**src/rtl/core/hlva_pkg.sv**
```systemverilog
`default_nettype none
// ----------------------------------------------------------------------------
// Hough line vote accumulator package
// Shared sizes, operation codes, the sine/cosine table and the command and
// status bundles between the controller and the datapath.
// ----------------------------------------------------------------------------
package hlva_pkg;

    localparam int ANGLE_HALF_BINS = 64;
    localparam int ANGLE_HALF_SH   = $clog2(ANGLE_HALF_BINS);
    localparam int ANGLE_BINS      = 2 * ANGLE_HALF_BINS;
    localparam int ANGLE_W         = $clog2(ANGLE_BINS);
    localparam int RHO_HALF_BINS   = 512;
    localparam int RHO_BINS        = 2 * RHO_HALF_BINS;
    localparam int RHO_W           = $clog2(RHO_BINS);
    localparam int IMAGE_SIDE      = 256;
    localparam int PIX_W           = $clog2(IMAGE_SIDE);
    localparam int COUNT_WIDTH     = 16;
    localparam int CNT_ADDR_W      = ANGLE_W + RHO_W;
    localparam int CNT_DEPTH       = ANGLE_BINS * RHO_BINS;
    localparam int MAP_ADDR_W      = 2 * PIX_W;
    localparam int MAP_DEPTH       = IMAGE_SIDE * IMAGE_SIDE;
    localparam int TOTAL_W         = 16;
    localparam int GRAD_W          = 12;
    localparam int RANGE_W         = 11;
    localparam int WIN_W           = GRAD_W + 1;
    localparam int T_W             = WIN_W - 4;
    localparam int SC_W            = 16;
    localparam int PROD_W          = PIX_W + 1 + SC_W;
    localparam int SUM_W           = PROD_W + 1;
    localparam int RND_W           = SUM_W - 14;

    localparam logic [RANGE_W-1:0] RANGE_RESET = 11'd160;

    localparam logic [1:0] OP_VOTE   = 2'd0;
    localparam logic [1:0] OP_UNVOTE = 2'd1;
    localparam logic [1:0] OP_CLEAR  = 2'd2;

    localparam longint unsigned HALF_PI_Q30 = 64'd1686629713;

    typedef logic [2*SC_W-1:0] t_sc_rom [ANGLE_BINS];

    typedef struct packed {
        logic load;
        logic clr_step;
        logic map_rd;
        logic map_upd;
        logic reject;
        logic bin_mul;
        logic bin_addr;
        logic bin_rd;
        logic bin_wr;
        logic out_load;
    } t_dp_cmd;

    typedef struct packed {
        logic [1:0] in_op;
        logic [1:0] op;
        logic       map_hit;
        logic       bins_left;
        logic       last_bin;
        logic       clr_last;
    } t_dp_sts;

    function automatic logic [SC_W-1:0] f_q30_to_q14(input longint v);
        longint          w;
        longint unsigned u;
        w = (v < 0) ? 64'sd0 : v;
        u = (longint'(unsigned'(w)) + 64'd32768) >> 16;
        return u[SC_W-1:0];
    endfunction

    // Restoring shift-and-subtract division, used only while building the table.
    function automatic longint unsigned f_udiv(input longint unsigned num,
                                               input longint unsigned den);
        longint unsigned q;
        longint unsigned r;
        q = '0;
        r = '0;
        for (int i = 63; i >= 0; i--) begin
            r = {r[62:0], num[i]};
            if (r >= den) begin
                r    = r - den;
                q[i] = 1'b1;
            end
        end
        return q;
    endfunction

    // Q1.14 sine in the upper half and cosine in the lower half, from an
    // eleven-term integer Taylor series evaluated in Q30.
    function automatic t_sc_rom f_build_rom();
        t_sc_rom           rom;
        longint unsigned   a;
        longint unsigned   x;
        longint unsigned   x2;
        longint unsigned   t;
        longint unsigned   dv;
        longint            s;
        longint            c;
        int                k;
        logic [SC_W-1:0]   sn;
        logic [SC_W-1:0]   cs;
        for (int m = 0; m < ANGLE_BINS; m++) begin
            k  = m - ANGLE_HALF_BINS;
            a  = (k < 0) ? longint'(-k) : longint'(k);
            x  = (a * HALF_PI_Q30) >> ANGLE_HALF_SH;
            x2 = (x * x) >> 30;
            t  = x;
            s  = longint'(x);
            for (int n = 1; n <= 10; n++) begin
                dv = longint'((2 * n) * (2 * n + 1));
                t  = f_udiv((t * x2) >> 30, dv);
                s  = (n % 2 == 1) ? s - longint'(t) : s + longint'(t);
            end
            t = 64'd1 << 30;
            c = longint'(t);
            for (int n = 1; n <= 10; n++) begin
                dv = longint'((2 * n - 1) * (2 * n));
                t  = f_udiv((t * x2) >> 30, dv);
                c  = (n % 2 == 1) ? c - longint'(t) : c + longint'(t);
            end
            sn = f_q30_to_q14(s);
            cs = f_q30_to_q14(c);
            if (k < 0) begin
                sn = -sn;
            end
            rom[m] = {sn, cs};
        end
        return rom;
    endfunction

    localparam t_sc_rom SC_ROM = f_build_rom();

endpackage
`default_nettype wire

```
**src/rtl/core/hlva_ctrl.sv**
```systemverilog
`default_nettype none
// ----------------------------------------------------------------------------
// Hough line vote accumulator controller
// Sequences clearing, the voted-map check and the per-bin read-modify-write.
// ----------------------------------------------------------------------------
module hlva_ctrl
    import hlva_pkg::*;
(
    input  wire logic    i_clk,
    input  wire logic    i_rst_n,
    input  wire logic    i_in_valid,
    output logic         o_in_ready,
    output logic         o_out_valid,
    input  wire logic    i_out_ready,
    input  wire t_dp_sts i_sts,
    output t_dp_cmd      o_cmd
);

    typedef enum logic [3:0] {
        S_CLR_RST,
        S_IDLE,
        S_CLR_OP,
        S_MAP_RD,
        S_MAP_CHK,
        S_BIN_MUL,
        S_BIN_ADDR,
        S_BIN_RD,
        S_BIN_WR,
        S_DONE
    } t_state;

    t_state r_state;
    t_state n_state;
    logic   r_out_valid;
    logic   n_out_valid;
    logic   out_free;

    assign out_free = !r_out_valid || i_out_ready;

    always_comb begin
        o_cmd       = '0;
        n_state     = r_state;
        n_out_valid = r_out_valid && !i_out_ready;
        case (r_state)
            S_CLR_RST: begin
                o_cmd.clr_step = 1'b1;
                if (i_sts.clr_last) begin
                    n_state = S_IDLE;
                end
            end
            S_IDLE: begin
                if (i_in_valid) begin
                    o_cmd.load = 1'b1;
                    if (i_sts.in_op == OP_CLEAR) begin
                        n_state = S_CLR_OP;
                    end else if (i_sts.in_op == OP_VOTE || i_sts.in_op == OP_UNVOTE) begin
                        n_state = S_MAP_RD;
                    end else begin
                        n_state = S_DONE;
                    end
                end
            end
            S_CLR_OP: begin
                o_cmd.clr_step = 1'b1;
                if (i_sts.clr_last) begin
                    n_state = S_DONE;
                end
            end
            S_MAP_RD: begin
                o_cmd.map_rd = 1'b1;
                n_state      = S_MAP_CHK;
            end
            S_MAP_CHK: begin
                if (i_sts.op == OP_UNVOTE && !i_sts.map_hit) begin
                    o_cmd.reject = 1'b1;
                    n_state      = S_DONE;
                end else begin
                    o_cmd.map_upd = 1'b1;
                    n_state       = i_sts.bins_left ? S_BIN_MUL : S_DONE;
                end
            end
            S_BIN_MUL: begin
                o_cmd.bin_mul = 1'b1;
                n_state       = S_BIN_ADDR;
            end
            S_BIN_ADDR: begin
                o_cmd.bin_addr = 1'b1;
                n_state        = S_BIN_RD;
            end
            S_BIN_RD: begin
                o_cmd.bin_rd = 1'b1;
                n_state      = S_BIN_WR;
            end
            S_BIN_WR: begin
                o_cmd.bin_wr = 1'b1;
                n_state      = i_sts.last_bin ? S_DONE : S_BIN_MUL;
            end
            S_DONE: begin
                if (out_free) begin
                    o_cmd.out_load = 1'b1;
                    n_out_valid    = 1'b1;
                    n_state        = S_IDLE;
                end
            end
            default: begin
                n_state = S_IDLE;
            end
        endcase
    end

    always_ff @(posedge i_clk) begin
        if (!i_rst_n) begin
            r_state     <= S_CLR_RST;
            r_out_valid <= 1'b0;
        end else begin
            r_state     <= n_state;
            r_out_valid <= n_out_valid;
        end
    end

    assign o_in_ready  = (r_state == S_IDLE);
    assign o_out_valid = r_out_valid;

endmodule
`default_nettype wire

```
**config.mk**
```make
export PLATFORM = sky130hd
export DESIGN_NAME = hlva_ctrl
export DESIGN_NICKNAME = d
export VERILOG_FILES = /design/src/rtl/core/hlva_pkg.sv /design/src/rtl/core/hlva_ctrl.sv
export SDC_FILE = /design/constraint.sdc
export NUM_CORES = 1
export LEC_CHECK = 0
export BUFFER_PORTS_ARGS = -buffer_cell sky130_fd_sc_hd__buf_2
export CORE_AREA = 2 2 39 41
export CTS_CLUSTER_SIZE = 16
export DETAILED_ROUTE_END_ITERATION = 10
export DIE_AREA = 0 0 41 43
export GPL_TIMING_DRIVEN = 0
export SLEW_MARGIN = 10
export SYNTH_ARGS = -nofsm -noshare
export SYNTH_HDL_FRONTEND = slang
export SYNTH_SLANG_ARGS = --single-unit
```
**constraint.sdc**
```tcl
create_clock -name i_clk -period 1.45 [get_ports i_clk]
set_input_delay 0 -clock i_clk [delete_from_list [all_inputs] [get_ports i_clk]]
set_output_delay 0 -clock i_clk [all_outputs]
set_load 0.02 [all_outputs]
```
Word-level counts from Yosys, hierarchy flattened
Cells that the tools add are included.
{ "op_classes": {"eq_ne": 16, "n_mux": 25, "n_reduce_logical": 11} }
{ "op_table": {"columns": ["op", "n"], "rows": [
  ["$pmux 4 s10", 1],
  ["$mux 4", 9],
  ["$eq 4x3->1 const B", 4],
  ["$mux 1", 14],
  ["$eq 4x2->1 const B", 2],
  ["$eq 4x4->1 const B", 2],
  ["$ne 2x2->1 const B", 4],
  ["$eq 2x1->1 const B", 2],
  ["$eq 4x1->1 const B", 1],
  ["$logic_not 4->1", 1],
  ["$reduce_and 4->1", 1],
  ["$logic_not 1->1", 3],
  ["$eq 2x2->1 const B", 1],
  ["$logic_and 1x1->1", 2],
  ["$logic_not 2->1", 1],
  ["$logic_or 1x1->1", 2],
  ["$mux 2", 1],
  ["$reduce_or 2->1", 1]
]} }
{ "word_totals": {"reg_bits": 5, "input_bits": 12, "output_inout_bits": 12} }

Logic depth before layout (Yosys ltp)
{ "logic_depth": {"depth_word": 6, "depth_mapped": 6, "depth_no_buf": 5} }

Least setup slack after synthesis
Ideal clock, no wire load.
{ "synth_path": {"path_type": "register to output", "start": "reg r_state[1]", "end": "out o_cmd[9] (netlist name)", "arrival_ns": 1.474, "setup_slack_ns": -0.024, "path_stages_with_launch": 5, "path_buffers": 1, "path_cell_list": "dfxtp_1 buf_6 nand2b_2 nor3_1 and2_1"} }
{ "synth_lines": {"columns": ["element", "line_no", "source"], "rows": [
  ["from (decl)", "hlva_ctrl.sv:32", "t_state r_state;"],
  ["from (signal assigned)", "hlva_ctrl.sv:116", "r_state <= n_state;"],
  ["to (decl)", "hlva_ctrl.sv:16", "output t_dp_cmd o_cmd"]
]} }

==> impl_metrics.csv <==
group,metric,value,unit
worst_hold_path,whs_path_depth,3,
worst_setup_path,setup.worst_path.end_class,"output port",
grt,grt_pass1_wl,1760,µm
layout,layoutNonFillerInstCount,107,
pwr,vdd_drop_max,0.350,mV
floorplan,rows,14,
worst_setup_path,crit_path_start_kind,"flip-flop",
clocking,cts_sinks,5,
logic_synthesis,yosysMostFrequentCell,"nor2_1",
clocking,cts_tree,"yes",
worst_setup_path,critical_path.endpoint,"o_cmd[0]",
detailed_routing,post_drt_via_cell_ratio,5.01,
worst_setup_path,setup.worst_path.start,"r_state[1]$_SDFFE_PN0P_",
logic_synthesis,postSynthAreaPerCell,7.37,µm²
worst_setup_path,criticalPathCategory,"reg -> out",
layout,areaGrowthSynthToFinish,40.4,%
worst_hold_path,hp-class,"in -> reg",
grt,antenna_found_initial,0,
floorplan,core_area,1380,µm²
logic_synthesis,synthTopCellsByArea,"dfxtp_1 22%, nor2_1 9.7%, nor3_1 6.5%",
sta,slew_viol_final,0,
worst_setup_path,worstPathArrival,1.40,ns
placed_design,dp.cells,102,
logic_synthesis,synthTopCellsByCount,"12 x nor2_1, 6 x nor3_1, 5 x dfxtp_1, 3 x nand2_1, 3 x nor4_1",
floorplan,die_h,43,µm
worst_setup_path,reg2reg_slack,0.16,ns
detailed_routing,drtIter0Drc,12,
layout,final_net_count,104,
job,drv_cap,0,
grt,first_global_vias,448,
detailed_routing,wire_per_inst,10.7,µm
logic_synthesis,synth_nets,75,
sta,slew_headroom,81.7,%
worst_setup_path,crit_path_max_fanout,10,
sta,rsz0062_at_grt,"no",
clocking,clk_pin_slew_worst_paths,0.05,ns
status,outcome,"finished clean",
detailed_routing,wl,1140,µm
clocking,cts_buffers,3,
logic_synthesis,syn_area,464,µm²
logic_synthesis,synth.distinct_cells,30,
detailed_routing,vias,536,
sta,worst_pin_slew,0.275,ns
grt,grt_usage,14.3,%
clocking,clockBufferDepth,2,
grt,grt_max_degree,11,
sta,period_needed,1.40,ns
pwr,power.density,819,nW/µm²
sta,holdWs,0.0335,ns
pwr,power_leakage,0.304,nW
grt,overflow,0,
detailed_routing,final_antenna_net_count,0,
floorplan,initial_core_util,33.5,%
detailed_routing,drtPass1Iterations,6,
sta,setup_viol,0,
logic_synthesis,ys_ff_latch,5,
logic_synthesis,yosysTopAreaCell,"dfxtp_1",
floorplan,chipWidth,41,µm
layout,drive_gt1_share,46.2,%
sta,skew,0.00642,ns
worst_setup_path,required,1.45,ns
clocking,clk-insertion-delay-late,0.25,ns
logic_synthesis,synth_warnings,0,
layout,diodes,0,
placed_design,dp_hpwl,899,µm
sta,finalCritPeriodShare,96.6,%
placed_design,gp_congestion,0.723,
logic_synthesis,syn_inst,63,
sta,setup_tns,0,ns
sta,fmax,714,MHz
worst_hold_path,holdCritStartpoint,"i_rst_n",
detailed_routing,drc,0,
logic_synthesis,async_reset_ff_share,0,%
logic_synthesis,synth-edff-count,0,
placed_design,port-buffer-count,23,
floorplan,die_area,1760,µm²
sta,hold_viol_final,0,
logic_synthesis,ys_seq_area_share,21.6,%
clocking,root_buffer,"clkbuf_4",
clocking,htree_levels,1,
worst_setup_path,ff2ff_path_depth,5,
worst_setup_path,rr_startpoint,"r_state[0]$_SDFFE_PN0P_",
worst_setup_path,r2r_end,"r_state[3]$_SDFFE_PN0P_",
floorplan,io_pins,24,
logic_synthesis,synthDominantCellAreaShare,21.6,%
layout,utilization,47.1,%
logic_synthesis,synth_flop_cell,"dfxtp_1",
## how the worst min path moves through the flow
stage | endpoint | slack [ns]
finish | r_state[3]$_SDFFE_PN0P_ | 0.03
global route | r_state[3]$_SDFFE_PN0P_ | 0.06
detailed placement | r_state[3]$_SDFFE_PN0P_ | 0.29
global placement | r_state[3]$_SDFFE_PN0P_ | 0.29
floorplan | r_state[3]$_SDFFE_PN0P_ | 0.14
CTS | r_state[3]$_SDFFE_PN0P_ | 0.04
## layout make-up
type / instances / area (µm²)
fill: 141 / 732
multi-input combinational: 51 / 337
timing repair buffer: 24 / 123
sequential: 5 / 100
buffer: 4 / 35.0
clock buffer: 4 / 26.3
tap: 16 / 20.0
inverter: 3 / 11.3
## critical path, stage by stage, from the launching register on
cell      delay [ns]
dfxtp_1         0.30
buf_6           0.13
nand2b_4        0.18
nor3b_4         0.21
nor2b_1         0.16
buf_2           0.18
## what timing repair did
action | CTS | global route
pin swaps | 1 | 0
buffers inserted | 1 | 0
setup endpoints to repair | 1 | 1
resized for setup | 1 | 2
hold buffers | 0 | 0
## where the power goes
group / switching [mW] / leakage (nW) / total [mW] / internal (mW)
registers: 0.0103 / 0.0407 / 0.158 / 0.148
clock network: 0.0606 / 0.0150 / 0.165 / 0.104
logic: 0.120 / 0.248 / 0.211 / 0.0906
## per-stage QoR
stage / area, µm² / power [mW] / setup WS, ns
after CTS: 643 / 0.531 / 0.0861
after global routing: 652 / 0.565 / 0.00704
final: 652 / 0.534 / 0.0500
after global placement: 604 / 0.364 / 0.173
after floorplan: 469 / 0.306 / 0.193
after detailed placement: 604 / 0.364 / 0.207
## metal layers
| metal | global-route usage (%) | wire length [µm] | up-vias |
|---|---|---|---|
| met2 | 22.5 | 568 | 13 |
| met4 | 8.00 | 11 | 0 |
| met3 | 1.57 | 47 | 2 |
| met5 | 0 | 0 | - |
| li1 | - | - | 282 |
| met1 | 17.7 | 512 | 239 |
## state kept, by name, indices dropped and copies added, names as in the netlist
register     flops
o_out_valid      1
r_state          4
## cell usage in the layout, fill, tap and decap left out, drive strengths merged
cell,netlist,final
clkbuf,0,5
a21boi,1,1
nor2,12,12
a311oi,1,1
and2b,1,1
nand3,1,1
dfxtp,5,5
nor3b,2,2
or3b,1,1
nand2b,3,3
inv,3,3
o21ai,3,3
o32a,1,1
buf,4,27
nor4,3,3
a21oi,3,3
nand4b,1,1
o21bai,1,1
nor2b,2,2
o211ai,1,1
o32ai,1,1
and2,2,2
nand2,4,4
nor3,6,6
a221oi,1,1
## logic make-up (layout without fill, tap and decap cells)
logic type             Yosys count  in the layout  synth area share (%)
and+or+nand+nor                 38             38                  46.6
AOI/OAI and AO/OA               13             13                  22.4
buffers and inverters            7             35                  9.43
DFF                              5              5                  21.6
Power figures use the tool's default switching activity.
